===== config.mk =====
export PLATFORM = sky130hd
export DESIGN_NAME = usb_port_protection_controller
export DESIGN_NICKNAME = d
export VERILOG_FILES = /design/src/rtl/core/uppc_pkg.sv /design/src/rtl/core/usb_port_protection_controller.sv
export VERILOG_INCLUDE_DIRS = /design/src /design/src/rtl/core
export SDC_FILE = /design/constraint.sdc
export NUM_CORES = 1
export LEC_CHECK = 0
export BUFFER_PORTS_ARGS = -buffer_cell sky130_fd_sc_hd__buf_2
export CAP_MARGIN = 20
export CORE_ASPECT_RATIO = 0.75
export CORE_UTILIZATION = 40
export DETAILED_ROUTE_END_ITERATION = 7
export SYNTH_ARGS = -nofsm -noshare
export SYNTH_HDL_FRONTEND = slang
export SYNTH_SLANG_ARGS = --single-unit
export TNS_END_PERCENT = 1

===== constraint.sdc =====
create_clock -name clk_i -period 6.9 [get_ports clk_i]
set_clock_uncertainty 0.1 [all_clocks]
set_input_delay 0.69 -clock clk_i [delete_from_list [all_inputs] [get_ports clk_i]]
set_output_delay 0.69 -clock clk_i [all_outputs]
set_load 0.02 [all_outputs]

===== src/rtl/core/usb_port_protection_controller_macros.svh =====
// ----------------------------------------------------------------------------
// USB port protection controller assertion macros
// Concurrent assertion wrappers clocked on clk_i, with and without the
// reset qualifier. Define ASSERT_OFF to compile them out.
// ----------------------------------------------------------------------------
`ifndef USB_PORT_PROTECTION_CONTROLLER_MACROS_SVH
`define USB_PORT_PROTECTION_CONTROLLER_MACROS_SVH

`ifndef ASSERT_OFF
// Check a property on every rising edge outside of reset
`define UPPC_ASSERT(label, prop, msg) \
  label: assert property (@(posedge clk_i) disable iff (!rst_ni) (prop)) else $error(msg);
// Check a property on every rising edge, reset included
`define UPPC_ASSERT_ALWAYS(label, prop, msg) \
  label: assert property (@(posedge clk_i) (prop)) else $error(msg);
`else
`define UPPC_ASSERT(label, prop, msg)
`define UPPC_ASSERT_ALWAYS(label, prop, msg)
`endif

`endif


===== src/rtl/core/uppc_pkg.sv =====
// ----------------------------------------------------------------------------
// USB port protection controller package
// Mode, event, op and register codes plus field widths of the stream items.
// ----------------------------------------------------------------------------
`default_nettype none

package uppc_pkg;

  // Field widths
  localparam int unsigned FbW      = 12;
  localparam int unsigned HoldW    = 16;
  localparam int unsigned IdleW    = 32;
  localparam int unsigned CfgIdxW  = 2;
  localparam int unsigned CfgDataW = 32;
  localparam int unsigned InDataW  = 56;
  localparam int unsigned OutDataW = 8;

  localparam logic [IdleW-1:0] IdleLimitRst = 32'd259200;
  localparam logic [HoldW-1:0] FaultTimerMax = 16'hFFFF;

  typedef enum logic [1:0] {
    MODE_OFF        = 2'd0,
    MODE_ON         = 2'd1,
    MODE_FAULT      = 2'd2,
    MODE_MANUAL_OFF = 2'd3
  } mode_e;

  typedef enum logic [2:0] {
    EV_NONE  = 3'd0,
    EV_ON    = 3'd1,
    EV_SHORT = 3'd2,
    EV_FUEL  = 3'd3,
    EV_IDLE  = 3'd4
  } event_e;

  typedef enum logic {
    OP_TICK = 1'b0,
    OP_SET  = 1'b1
  } op_e;

  typedef enum logic [1:0] {
    CFG_SHORT_THRESHOLD = 2'd0,
    CFG_FAULT_HOLD      = 2'd1,
    CFG_IDLE_LIMIT      = 2'd2
  } cfg_reg_e;

  // One input item as held in the input register
  typedef struct packed {
    op_e              op;
    logic [FbW-1:0]   usb_feedback;
    logic             fuel_bad;
    logic [IdleW-1:0] idle_time;
    mode_e            new_mode;
  } in_item_t;

  // One result item as held in the result register
  typedef struct packed {
    event_e event_res;
    mode_e  mode;
    logic   port_enable;
  } res_item_t;

endpackage

`default_nettype wire


===== src/rtl/core/usb_port_protection_controller.sv =====
// ----------------------------------------------------------------------------
// USB port protection controller
// Mode control of a 5 V output port with short, fuel, credit and idle checks.
// ----------------------------------------------------------------------------
// Each input transfer is one tick or one forced mode change and yields exactly
// one result transfer. An item passes an input register, one short block of
// compare and counter logic, and a result register, which offers the result
// until it transfers. A new item is taken in every cycle while the result
// side keeps up; a stalled result holds the input register, and input ready
// drops once both are full. The mode, port, short counter and fault timer
// update when an item moves into the result register, so items see the
// state in strict arrival order. Configuration writes are always ready;
// write them only while no item is in flight.
`default_nettype none

`include "usb_port_protection_controller_macros.svh"

module usb_port_protection_controller #(
  parameter int unsigned SHORT_TICKS = 5
) (
  input  wire logic                          clk_i,
  input  wire logic                          rst_ni,
  // Configuration write channel
  input  wire logic                          cfg_valid_i,
  output logic                               cfg_ready_o,
  input  wire logic [uppc_pkg::CfgIdxW-1:0]  cfg_index_i,
  input  wire logic [uppc_pkg::CfgDataW-1:0] cfg_data_i,
  // Input stream
  input  wire logic                          s_axis_tvalid,
  output logic                               s_axis_tready,
  // usb_feedback[11:0], low_fuel[12], empty_fuel[13], credit_disabled[14],
  // idle_time[46:15], new_mode[48:47], zero[55:49]
  input  wire logic [uppc_pkg::InDataW-1:0]  s_axis_tdata,
  // op[0]
  input  wire logic                          s_axis_tuser,
  // Result stream
  output logic                               m_axis_tvalid,
  input  wire logic                          m_axis_tready,
  // port_enable[0], mode[2:1], event_res[5:3], zero[7:6]
  output logic [uppc_pkg::OutDataW-1:0]      m_axis_tdata
);

  localparam int unsigned ScW = $clog2(SHORT_TICKS + 2);
  localparam logic [ScW-1:0] ShortLimit = ScW'(SHORT_TICKS);

  // Configuration registers
  logic [uppc_pkg::FbW-1:0]   short_threshold_q;
  logic [uppc_pkg::HoldW-1:0] fault_hold_q;
  logic [uppc_pkg::IdleW-1:0] idle_limit_q;

  // Stage registers
  logic                 in_valid_q;
  uppc_pkg::in_item_t   in_q;
  logic                 res_valid_q;
  uppc_pkg::res_item_t  res_q, res_d;
  logic                 advance;

  // Controller state
  uppc_pkg::mode_e            mode_q, mode_d;
  logic                       port_on_q, port_on_d;
  logic [ScW-1:0]             short_count_q, short_count_d;
  logic [uppc_pkg::HoldW-1:0] fault_timer_q, fault_timer_d;

  // Shared tick conditions
  logic                       is_tick;
  logic                       below_thr;
  logic [ScW-1:0]             short_inc;
  logic                       short_hit;
  logic                       idle_over;
  logic                       off_clear;
  logic [uppc_pkg::HoldW-1:0] timer_inc;
  logic                       hold_done;

  // Accept writes at once
  assign cfg_ready_o = 1'b1;

  always_ff @(posedge clk_i or negedge rst_ni) begin
    if (!rst_ni) begin
      short_threshold_q <= '0;
      fault_hold_q      <= '0;
      idle_limit_q      <= uppc_pkg::IdleLimitRst;
    end else if (cfg_valid_i) begin
      unique case (uppc_pkg::cfg_reg_e'(cfg_index_i))
        uppc_pkg::CFG_SHORT_THRESHOLD: short_threshold_q <= cfg_data_i[uppc_pkg::FbW-1:0];
        uppc_pkg::CFG_FAULT_HOLD:      fault_hold_q      <= cfg_data_i[uppc_pkg::HoldW-1:0];
        uppc_pkg::CFG_IDLE_LIMIT:      idle_limit_q      <= cfg_data_i;
        default: ;
      endcase
    end
  end

  // Move the input stage forward whenever the result register is free
  assign advance       = !res_valid_q || m_axis_tready;
  assign s_axis_tready = !in_valid_q || advance;

  always_ff @(posedge clk_i or negedge rst_ni) begin
    if (!rst_ni) begin
      in_valid_q  <= 1'b0;
      res_valid_q <= 1'b0;
    end else begin
      if (s_axis_tready) begin
        in_valid_q <= s_axis_tvalid;
      end
      if (advance) begin
        res_valid_q <= in_valid_q;
      end
    end
  end

  // Capture the input transfer, merging the three off flags
  always_ff @(posedge clk_i) begin
    if (s_axis_tready && s_axis_tvalid) begin
      in_q.op           <= uppc_pkg::op_e'(s_axis_tuser);
      in_q.usb_feedback <= s_axis_tdata[11:0];
      in_q.fuel_bad     <= s_axis_tdata[12] | s_axis_tdata[13] | s_axis_tdata[14];
      in_q.idle_time    <= s_axis_tdata[46:15];
      in_q.new_mode     <= uppc_pkg::mode_e'(s_axis_tdata[48:47]);
    end
  end

  // Tick conditions
  assign is_tick   = (in_q.op == uppc_pkg::OP_TICK);
  assign below_thr = (in_q.usb_feedback < short_threshold_q);
  assign short_inc = short_count_q + ScW'(1);
  assign short_hit = below_thr && (short_inc > ShortLimit);
  assign idle_over = (in_q.idle_time >= idle_limit_q);
  assign off_clear = !idle_over && !in_q.fuel_bad;
  assign timer_inc = (fault_timer_q != uppc_pkg::FaultTimerMax) ?
                     fault_timer_q + uppc_pkg::HoldW'(1) : fault_timer_q;
  assign hold_done = (timer_inc >= fault_hold_q);

  // Next mode
  always_comb begin
    mode_d = mode_q;
    if (!is_tick) begin
      mode_d = in_q.new_mode;
    end else begin
      unique case (mode_q)
        uppc_pkg::MODE_OFF: begin
          if (off_clear) mode_d = uppc_pkg::MODE_ON;
        end
        uppc_pkg::MODE_FAULT: begin
          if (hold_done) mode_d = uppc_pkg::MODE_OFF;
        end
        uppc_pkg::MODE_ON: begin
          if (short_hit) begin
            mode_d = uppc_pkg::MODE_FAULT;
          end else if (in_q.fuel_bad || idle_over) begin
            mode_d = uppc_pkg::MODE_OFF;
          end
        end
        default: ;
      endcase
    end
  end

  // Port, counters and event
  always_comb begin
    port_on_d       = port_on_q;
    short_count_d   = short_count_q;
    fault_timer_d   = fault_timer_q;
    res_d.event_res = uppc_pkg::EV_NONE;
    if (is_tick) begin
      unique case (mode_q)
        uppc_pkg::MODE_OFF: begin
          if (off_clear) begin
            port_on_d       = 1'b1;
            res_d.event_res = uppc_pkg::EV_ON;
          end
        end
        uppc_pkg::MODE_MANUAL_OFF: begin
          port_on_d = 1'b0;
        end
        uppc_pkg::MODE_FAULT: begin
          fault_timer_d = timer_inc;
        end
        default: begin
          short_count_d = below_thr ? short_inc : '0;
          if (short_hit) begin
            short_count_d   = '0;
            port_on_d       = 1'b0;
            fault_timer_d   = '0;
            res_d.event_res = uppc_pkg::EV_SHORT;
          end else if (in_q.fuel_bad) begin
            port_on_d       = 1'b0;
            res_d.event_res = uppc_pkg::EV_FUEL;
          end else if (idle_over) begin
            port_on_d       = 1'b0;
            res_d.event_res = uppc_pkg::EV_IDLE;
          end else begin
            port_on_d = 1'b1;
          end
        end
      endcase
    end
    res_d.mode        = mode_d;
    res_d.port_enable = port_on_d;
  end

  // Commit state as the item moves into the result register
  always_ff @(posedge clk_i or negedge rst_ni) begin
    if (!rst_ni) begin
      mode_q        <= uppc_pkg::MODE_ON;
      port_on_q     <= 1'b0;
      short_count_q <= '0;
      fault_timer_q <= '0;
    end else if (advance && in_valid_q) begin
      mode_q        <= mode_d;
      port_on_q     <= port_on_d;
      short_count_q <= short_count_d;
      fault_timer_q <= fault_timer_d;
    end
  end

  // Hold the result until the transfer completes
  always_ff @(posedge clk_i) begin
    if (advance && in_valid_q) begin
      res_q <= res_d;
    end
  end

  assign m_axis_tvalid = res_valid_q;
  assign m_axis_tdata  = {2'b00, res_q.event_res, res_q.mode, res_q.port_enable};

  // Checks
  `UPPC_ASSERT(short_count_bound_a, short_count_q <= ShortLimit, "short counter above limit")
  `UPPC_ASSERT(short_event_off_a,
    res_valid_q && res_q.event_res == uppc_pkg::EV_SHORT |->
      res_q.mode == uppc_pkg::MODE_FAULT && !res_q.port_enable,
    "short event without fault mode and port off")
  `UPPC_ASSERT(on_event_on_a,
    advance && in_valid_q && res_d.event_res == uppc_pkg::EV_ON |->
      res_d.mode == uppc_pkg::MODE_ON && res_d.port_enable && mode_q == uppc_pkg::MODE_OFF,
    "turn-on event not from off mode")
  `UPPC_ASSERT(commit_tracks_result_a,
    advance && in_valid_q |=>
      res_valid_q && mode_q == res_q.mode && port_on_q == res_q.port_enable,
    "state and result register out of step")

endmodule

`default_nettype wire


Word level (Yosys, flattened, before mapping)
Index checks and enable logic that the tools add are counted.
{"block": "word_totals", "register_bits": 138, "out_inout_bits": 11, "word_cells": 78}
{"block": "op_classes", "addsub": 2, "n_lt_le_gt_ge": 4, "n_eq_ne": 6, "muxes": 22, "bitwise_logic": 5, "n_reduce_logical": 22}
{"op": "32-bit >= comparator", "count": 1}
{"op": "16-bit two-way mux", "count": 2}
{"op": "16-bit case mux with 2 select lines", "count": 1}
{"op": "16-bit by 1-bit adder with 16-bit output (second input constant)", "count": 1}
{"op": "16-bit >= comparator", "count": 1}
{"op": "16-bit inequality test (second input constant)", "count": 1}
{"op": "3-bit two-way mux", "count": 5}
{"op": "12-bit less-than comparator", "count": 1}
{"op": "2-bit two-way mux", "count": 5}
{"op": "2-bit == test (second input constant)", "count": 3}
{"op": "1-bit two-way mux", "count": 6}
{"op": "2-bit case mux with 3 select lines", "count": 1}
{"op": "3-bit case mux with 2 select lines", "count": 1}
{"op": "2-bit AND reduction", "count": 3}
{"op": "2-bit by 1-bit == test with 1-bit output (second input constant)", "count": 2}
{"op": "1-bit logical AND", "count": 4}
{"op": "1-bit logical NOT", "count": 4}
{"op": "2-bit logical NOT", "count": 2}
{"op": "4-bit AND reduction", "count": 1}
{"op": "2-bit OR reduction", "count": 2}
{"op": "3-bit by 1-bit adder with 3-bit output (second input constant)", "count": 1}
{"op": "3-bit greater-than comparator (second input constant)", "count": 1}
{"op": "1-bit logical OR", "count": 3}
{"op": "1-bit NOT", "count": 3}
{"op": "5 further kinds", "count": 6}

Logic depth before layout (Yosys ltp)
Gate-level depths: netlist (run 1).
{"block": "depth", "ltp_word": 6, "ltp_mapped": 15, "depth_no_buf": 15}

Worst setup path before layout (run 1)
No wires, ideal clock.
{"block": "synth_path", "path_type": "reg-to-reg", "from": "reg fault_timer_q[0] in the netlist's numbering", "to": "reg res_q (netlist bit m_axis_tdata[2]) (data pin)", "arrival_time_ps": 2957, "required_ps": 6541, "path_slack_ps": 3584, "stages_incl_launch_ff": 15, "path_buffers": 0, "path_cell_list": "dfrtp_1 > ha_1 > and3_1 > and4_1 > a21boi_1 > nand2_1 > nor2_1 > xor2_1 > ha_1 > nand3_1 > o21ai_0 > a31o_2 > a31oi_1 > o311a_1 > or2_1"}
{"block": "synth_between", "elab_chain_len": 6, "word_cells_on_any_way": 7, "classes_between": "add/sub (1); order compare (1); eq/ne (1); mux (4)"}
{"element": "start: declaration", "line_no": "usb_port_protection_controller.sv:62", "rtl": "logic [uppc_pkg::HoldW-1:0] fault_timer_q, fault_timer_d;"}
{"element": "start signal: assignment", "line_no": "usb_port_protection_controller.sv:211", "rtl": "fault_timer_q <= fault_timer_d;"}
{"element": "16-bit by 1-bit adder with 16-bit output / 16-bit inequality test (equally long branches)", "line_no": "usb_port_protection_controller.sv:129, usb_port_protection_controller.sv:128"}
{"element": "16-bit two-way mux *", "line_no": "usb_port_protection_controller.sv:128", "rtl": "assign timer_inc = (fault_timer_q != uppc_pkg::FaultTimerMax) ?"}
{"element": "16-bit >= comparator *", "line_no": "usb_port_protection_controller.sv:130", "rtl": "assign hold_done = (timer_inc >= fault_hold_q);"}
{"element": "2-bit two-way mux *", "line_no": "usb_port_protection_controller.sv:143", "rtl": "if (hold_done) mode_d = uppc_pkg::MODE_OFF;"}
{"element": "2-bit case mux with 3 select lines *", "line_no": "usb_port_protection_controller.sv:138", "rtl": "unique case (mode_q)"}
{"element": "2-bit two-way mux *", "line_no": "usb_port_protection_controller.sv:135", "rtl": "if (!is_tick) begin"}
{"element": "named net mode_d[1]", "line_no": "usb_port_protection_controller.sv:59", "rtl": "uppc_pkg::mode_e mode_q, mode_d;"}
{"element": "end signal: assignment", "line_no": "usb_port_protection_controller.sv:218", "rtl": "res_q <= res_d;"}
{"element": "end: declaration", "line_no": "usb_port_protection_controller.sv:55", "rtl": "uppc_pkg::res_item_t res_q, res_d;"}
Mark *: on every way through the listed nets, which the timed path passes. The rest lies on a longest branch.
A chain may end at the register's enable or synchronous reset.

Final worst setup path (run 1)
Ends and elaborated chain as after synthesis.

==> results of run 1 <==
-- metal layers --
layer  up-vias  global-route usage [%]
met5         -                       0
met4         0                   6.667
met3        17                   3.019
met2       105                   30.33
met1      2406                   23.46
li1       2375                       -
-- critical path: cells and delay by family (launching register included) --
family	cells	cell delay, ns
fa+ha+maj	2	0.42
xor+xnor	1	0.24
simple gates	6	1.12
compound gates	5	1.23
flops	1	0.44
-- power breakdown --
group          internal, mW  switching, mW  total [mW]
Sequential            0.986         0.0702        1.06
Combinational         0.233          0.302       0.535
Clock                 0.555          0.361       0.917
Total                  1.77          0.734        2.51
-- through the flow --
step / setup slack (ns) / instances / hold WS, ns
4_1_cts: 3.141 / 957 / 0.05242
3_3_place_gp: 3.183 / 925 / 0.3841
3_5_place_dp: 3.154 / 925 / 0.3933
6_report: 3.122 / 958 / 0.05532
2_1_floorplan: 3.584 / 604 / 0.2944
5_1_grt: 2.859 / 958 / 0.06392
-- placed cells by master, fill, tap and decap left out, drive strengths merged, types with 3 or more instances in the layout --
| cell type | count |
|---|---|
| buf | 100 |
| inv | 76 |
| dfrtp | 75 |
| ha | 66 |
| edfxtp | 54 |
| mux2 | 50 |
| nand2 | 48 |
| a21oi | 33 |
| o21ai | 28 |
| clkbuf | 20 |
| nor2 | 19 |
| nand3 | 13 |
| xnor2 | 9 |
| nand2b | 9 |
| a21o | 9 |
| o31ai | 9 |
| dfstp | 9 |
| nand4 | 9 |
| nor3 | 6 |
| o21a | 5 |
| and3 | 5 |
| a211oi | 4 |
| a22o | 4 |
| nor4 | 3 |
| a211o | 3 |
| conb | 3 |
| clkinvlp | 3 |
| and2 | 3 |
| clkinv | 3 |
| a31oi | 3 |
-- sequential cells by signal (all words and copies together), names as in the netlist --
signal	cells
in_q	48
idle_limit_q	32
fault_hold_q	16
fault_timer_q	16
short_threshold_q	12
m_axis_tdata	6
short_count_q	3
mode_q	2
in_valid_q	1
m_axis_tvalid	1
port_on_q	1
-- final timing paths --
path	endpoint	slack [ns]	from
worst min-delay path	short_threshold_q[0]	0.06	rst_ni
min in group clk_i	in_q[33]	0.34	s_axis_tdata[46]
worst max-delay path	m_axis_tdata[2]	3.12	fault_timer_q[0]
max in group asynchronous	fault_timer_q[1]	5.52	rst_ni
worst min register to register	m_axis_tvalid	0.40	in_valid_q
worst max register to register	m_axis_tdata[2]	3.12	fault_timer_q[0]
-- logic make-up (layout without fill, tap and decap cells) --
logic type	after synthesis	count (layout)
DFF	138	138
and+or+nand+nor	130	130
buffers and inverters	86	204
muxes	51	51
AOI/OAI and AO/OA	119	119
other	2	3
xor gates and xnor gates	11	11
adders and majority gates	66	66
-- layout make-up --
cell class              count  area, sq um
flip-flops and latches    138         3735
inverters                  72        270.3
clock buffers              20        456.7
fillers                  1556         8653
clock inverters            12        136.4
well taps                 236        295.3
repair buffers            100        516.7
multi-input cells         380         2968
==> impl_summary.txt, run 1 <==
----------------------------------------------------
[Clock network]
  Clk sinks ... around 140
  Depth of the CTS H-tree ... 4
  # Post-CTS Setup Buffers ... 0
  CTS root buf ... sky130_fd_sc_hd__clkbuf_16
  CTS tree ... yes
  Clock insertion delay at the later pin of the skew report ... roughly 0.42 ns
  Post-CTS clock slew at the launch and capture registers of the worst setup and hold paths ... about 0.060 ns
  TritonCTS Buffers ... 17
  Number of cells upsized or downsized after cts ... 0
  Cts-stage hold buffer count ... 0
  Clock tree buffer depth ... 2

[Synthesis]
  Yosys warning count ... 0
  Top-area cell type share of the netlist area ... a little over a quarter
  Number of synthesized flops with an enable pin ... 54
  Yosys cell types ... 64
  Arithmetic-cell share of the synthesized area counting full adders, half adders and majority gates ... around an eighth
  Post-synth design cell area ... roughly 7000 sq um
  Post-synthesis register bit count ... around 140
  Mux cell area share after synthesis ... 8.144%
  Yosys top cell by area ... sky130_fd_sc_hd__dfrtp_1
  Synthesized netlist cell count ... ~600
  Leading post-synthesis cells by instance count ... sky130_fd_sc_hd__dfrtp_1 (75), sky130_fd_sc_hd__inv_1 (72), sky130_fd_sc_hd__ha_1 (66)
  Seq/Total Area, Yosys ... a little over half
  Leading cell type by number of instances after synthesis ... sky130_fd_sc_hd__dfrtp_1
  Simple-gate share of the synthesized area ... a little under a tenth
  Area fraction in compound gates after synthesis ... between 10% and 20%
  Mean cell area of the mapped netlist ... 11.67 sq um
  Dominant combinational cell family by area after synthesis ... adder cells
  Share of flip-flops with an asynchronous set or reset after synthesis ... between 60% and 70%
  Fraction of synthesized cell area in xor and xnor cells ... 1.369%
  Main flop type after synthesis ... sky130_fd_sc_hd__dfrtp_1
  Cells taking the most area after synthesis ... sky130_fd_sc_hd__dfrtp_1 (27%), sky130_fd_sc_hd__edfxtp_1 (23%), sky130_fd_sc_hd__ha_1 (12%)

[Placed design]
  HPWL after DPL ... between 10000 and 15000 um
  Count of port buffers added during placement ... 96
  Post-DP Area ... just under 8000 sq um
  Final weighted congestion in routability-driven placement ... between 0.8 and 0.9

[Detailed routing]
  Met2 wire len ... approximately 7100 um
  Routed wl met3 ... between 500 and 600 um
  Number of optimization iterations in the first detailed-route pass ... 4
  Vias post-DR ... between 4000 and 5000
  ANT nets after route ... 0
  Routed length per placed instance ... between 15 and 20 um
  Via count normalized by instance count ... 5.118
  Detailed Route WL ... roughly 15000 um
  Uppermost signal routing layer after detailed routing ... met4
  Routed met1 length ... between 7000 and 8000 um
  DRC violations left ... 0
  Number of DRC violations after detailed-routing iteration 0 ... approximately 240

[Pwr]
  Total leakage power ... ~3.8 nW
  Maximum resistive drop on vdd ... 0.1478 mV
  Pwr/cell area ... approximately 300 nW/um^2
  PnR Total Power ... around 2.5 mW

[Global route]
  Maximum number of pins on one net before global-route repair ... 66
  Total routing resource utilization after global routing ... around 18%
  Initial antenna violation count ... 0
  Total congestion overflow after global routing ... 0
  Via count of the first global-routing pass ... around 5100
  First-pass GRT wire length ... approximately 25000 um

[STA]
  Number of max-slew violations in the final report ... 0
  Final sum of negative setup slack ... 0 ns
  Final critical path time including I/O delays and setup ... 3.778 ns
  Final cycle utilization of the critical path ... 54.76%
  Final-report setup violation count ... 0
  Worst relative slew slack ... between 30% and 40%
  Final Hold Viols ... 0
  Actual transition at the worst max-transition pin ... slightly above 0.9 ns
  Maximum clock rate ... around 260 MHz
  Unrepaired setup endpoints after global routing ... false

[Final layout]
  Antenna diode count ... 0
  Total non-filler cell area in the finished layout ... about 8400 sq um
  Final core utilization ... about 49%
  Final net count ... 871
  Synthesis-to-finish area growth ... 19.06%
  Share of layout cells above drive strength 1 ... 27.98%

[Worst setup path]
  Critical path endpoint category ... register
  Crit-path max FO ... 5
  Data arrival at the endpoint of the critical path ... between 3 and 4 ns
  Critical path required time ... roughly 7 ns
  Critical-path cell with the highest stage delay ... sky130_fd_sc_hd__dfrtp_1
  Cells traversed along the worst timing path ... ha_1 > and3_1 > and4_1 > a21boi_1 > nand2_1 > nor2_1 > xor2_1 > ha_1 > nand3_1 > o21ai_0 > a31o_2 > a31oi_1 > o311a_1 > or2_1
  Crit path largest cell delay ... 0.44 ns
  Most used cell along the critical path ... sky130_fd_sc_hd__ha_1
  Critical path start-end classification ... reg -> reg
  Number of cells traversed by the worst register-to-register path ... 14
  Critical Path Start Type ... register

[Floorplan]
  Core Footprint ... 17030 sq um
  Chip Height ... between 100 and 150 um
  Cell row count ... 41
  Die footprint ... 18130 sq um
  Die X ... 155.2 um
  Number of placed I/O pins ... between 100 and 150
  Starting utilization of the core area ... 41.32%

[Outcome]
  Run status ... completed

[Job]
  Max Cap Viol ... 0

[Worst hold path]
  Class of the most critical hold timing path ... in -> async

----------------------------------------------------
Note: power is estimated with default switching activity, not from simulation.
==> inputs of run 2 (changes only) <==
- clock period: 6.9 -> 3.92 ns (I/O delays scaled with it)
==> run 2 against run 1 <==
- clock-buffer cell count did not move
- non-clock buffer count up 1
- sequential share of layout area down 0.53 points
- cell area increased by 1.2%
- hold slack worse by 0.013 ns
- register-to-register slack worse by 2.8 ns
- wire length decreased by 0.80%
- first-iteration DRC count fell by 2.5%
- via count increased by 0.12%
- global-route usage about the same
- critical endpoint unchanged
- sequential cell count stayed put
- critical path type unchanged
==> impl_summary.txt, run 2 (synthesis gave the netlist of run 1 again) <==
----------------------------------------------------
[Pwr]
  PnR Total Power ... 4.676 mW (+86%)
  Maximum resistive drop on vdd ... 0.2526 mV (+71%)
  Pwr/cell area ... 551.5 nW/um^2 (+84%)
  Total leakage power ... 3.887 nW (+1.3%)

[Worst setup path]
  Critical path endpoint category ... register
  Critical path required time ... 3.99 ns (-2.98 ns)
  Critical path start-end classification ... reg -> reg
  Buffer and inverter count on the worst path ... 0 (unchanged)
  Number of cells on the critical path ... 13 (-1)
  Worst R2R Start ... fault_timer_q[0]
  Worst setup slack for register-to-register paths ... 0.32 ns (-2.80 ns)
  Crit path from ... fault_timer_q[0]
  Data arrival at the endpoint of the critical path ... 3.66 ns (-0.19 ns)
  Critical-path cell with the highest stage delay ... sky130_fd_sc_hd__dfrtp_1
  Crit-path max FO ... 5 (unchanged)
  Endpoint of the most critical setup path ... m_axis_tdata[2]
  Crit path largest cell delay ... 0.45 ns (about the same)
  End of the worst register-to-register path ... m_axis_tdata[2]
  Cells traversed along the worst timing path ... ha_1 > and3_1 > and4_1 > a21oi_2 > nand3_1 > xnor2_1 > ha_1 > nand3_1 > o21ai_0 > a31o_2 > a31oi_1 > o311a_1 > or2_1
  CP delay by family, top ... compound AO/OA/AOI/OAI gates
  Number of cells traversed by the worst register-to-register path ... 13 (-1)
  Critical Path Start Type ... register

[Clock network]
  TritonCTS Buffers ... 17 (unchanged)
  CTS root buf ... sky130_fd_sc_hd__clkbuf_16
  Clk sinks ... 138 (unchanged)
  Depth of the CTS H-tree ... 4 (unchanged)
  Clock insertion delay at the later pin of the skew report ... 0.42 ns (about the same)
  Clock tree buffer depth ... 2 (unchanged)
  CTS tree ... yes
  Post-CTS clock slew at the launch and capture registers of the worst setup and hold paths ... 0.06 ns (about the same)

[STA]
  Unrepaired setup endpoints after global routing ... false
  Number of max-slew violations in the final report ... 0 (unchanged)
  Maximum clock rate ... 278.0 MHz (+5.0%)
  Final critical path time including I/O delays and setup ... 3.598 ns (-0.1806 ns)
  Final Hold Viols ... 0 (unchanged)
  Worst relative slew slack ... 27.75% (-11 points)
  Final-report setup violation count ... 0 (unchanged)
  Final cycle utilization of the critical path ... 91.78% (+37 points)
  Worst hold slack across all endpoints ... 0.04204 ns (-0.01329 ns)
  Actual transition at the worst max-transition pin ... 1.079 ns (+0.1675 ns)
  Final sum of negative setup slack ... 0 ns (unchanged)

[Job]
  Max Cap Viol ... 0 (unchanged)

[Floorplan]
  Core Footprint ... 17030 sq um (unchanged)
  Die footprint ... 18130 sq um (unchanged)
  Die X ... 155.2 um (unchanged)
  Starting utilization of the core area ... 41.32% (unchanged)
  Number of placed I/O pins ... 107 (unchanged)
  Cell row count ... 41 (unchanged)
  Chip Height ... 116.9 um (unchanged)

[Final layout]
  Final net count ... 872 (+0.11%)
  Antenna diode count ... 0 (unchanged)
  Most frequent cells in the layout ... sky130_fd_sc_hd__buf_2 (95), sky130_fd_sc_hd__dfrtp_1 (75), sky130_fd_sc_hd__inv_1 (72)
  Largest register FFs ... 48 (unchanged)
  Number of standard cells in the layout, taps in and fillers out ... 959 (+0.10%)
  Most common cell after layout, fill and taps aside ... sky130_fd_sc_hd__buf_2
  Synthesis-to-finish area growth ... 20.48%
  Multi-input gate area in the final layout ... 2974 sq um (+0.21%)
  Register bank with the most flops ... in_q
  Share of layout cells above drive strength 1 ... 27.66% (-0.32 points)
  Seq. cell area ... 3735 sq um (unchanged)
  Number of fill cells ... 1534 (-1.4%)
  Largest registers ... in_q x48, idle_limit_q x32

[Detailed routing]
  ANT nets after route ... 0 (unchanged)
  Via count normalized by instance count ... 5.119 (about the same)
  Number of optimization iterations in the first detailed-route pass ... 5 (+1)
  Vias post-DR ... 4909 (+0.12%)
  Routed length per placed instance ... 15.49 um (-0.90%)
  DRC violations left ... 0 (unchanged)
  Number of DRC violations after detailed-routing iteration 0 ... 235 (-2.5%)
  Detailed Route WL ... 14860 um (-0.80%)

[Placed design]
  HPWL after DPL ... 10900 um (-2.7%)
  Final weighted congestion in routability-driven placement ... 0.8997 (+9.0%)
  Number of placed instances, taps included ... 926 (+0.11%)
  Count of port buffers added during placement ... 96 (unchanged)

[Worst hold path]
  Class of the most critical hold timing path ... in -> reg
  Depth of the worst hold-timing path ... 1

[Global route]
  Total routing resource utilization after global routing ... 17.92% (about the same)
  Via count of the first global-routing pass ... 5056 (-0.34%)
  Initial antenna violation count ... 0 (unchanged)
  Total congestion overflow after global routing ... 0 (unchanged)
  First-pass GRT wire length ... 24650 um (-1.0%)
  Maximum number of pins on one net before global-route repair ... 63 (-4.5%)

[Outcome]
  Run status ... completed

----------------------------------------------------
-- run 2: cell count changes in the layout (fill, tap and decap cells not counted), moves of 2 or more --
cell / before / now
sky130_fd_sc_hd__bufinv_16: 2 / 7
sky130_fd_sc_hd__clkbuf_1: 1 / 3
sky130_fd_sc_hd__clkinv_1: 0 / 2
sky130_fd_sc_hd__clkinv_2: 2 / 0
sky130_fd_sc_hd__inv_6: 4 / 1
sky130_fd_sc_hd__clkinvlp_4: 3 / 0
sky130_fd_sc_hd__clkbuf_8: 2 / 0
-- run 2: layout make-up --
type | instances | area share [%]
multi-input combinational | 380 | 35.08
clock buffer | 20 | 5.151
sequential | 138 | 44.05
tap | 236 | 3.483
timing repair buffer | 101 | 6.169
inverter | 72 | 3.188
clock inverter | 12 | 2.878
-- run 2: where the power goes --
part	switching (mW)	internal, mW	total, mW
Clock	0.609	1.26	1.87
Sequential	0.125	1.74	1.86
Combinational	0.538	0.410	0.949
-- run 2: what timing repair did --
| item | CTS | global route |
|---|---|---|
| hold endpoints to repair | 2 | 0 |
| hold buffers | 1 | 0 |
| gates resized for setup | 0 | 2 |
| endpoints found under the setup margin | 0 | 2 |
| buffers inserted | 0 | 0 |
-- run 2: how the worst min path moves through the flow --
stage | startpoint | to
after floorplan | rst_ni | fault_hold_q[0]
after global placement | in_valid_q | m_axis_tvalid
after detailed placement | in_valid_q | m_axis_tvalid
after CTS | s_axis_tdata[1] | in_q[36]
after global routing | s_axis_tdata[0] | in_q[35]
final | s_axis_tdata[15] | in_q[2]
-- run 2: routing by layer --
metal  part of all wire [%]  track usage (%)  wire (um)  up-vias
met4                   0.95            5.875        141        0
met5                      0                0          0        -
met3                    4.0            3.903        600       14
li1                       -                -          -     2373
met1                     48            23.14       7088     2397
met2                     47            30.30       7026      125
-- run 2: stage by stage --
| step | instance area (sq um) | setup slack [ns] | utilization [%] |
|---|---|---|---|
| after detailed placement | 7781 | 0.2535 | 45.69 |
| final | 8478 | 0.3224 | 49.78 |
| after global routing | 8478 | 0.04087 | 49.78 |
| after global placement | 7781 | 0.3051 | 45.69 |
| after CTS | 8472 | 0.2329 | 49.74 |
| after floorplan | 7041 | 0.6036 | - |
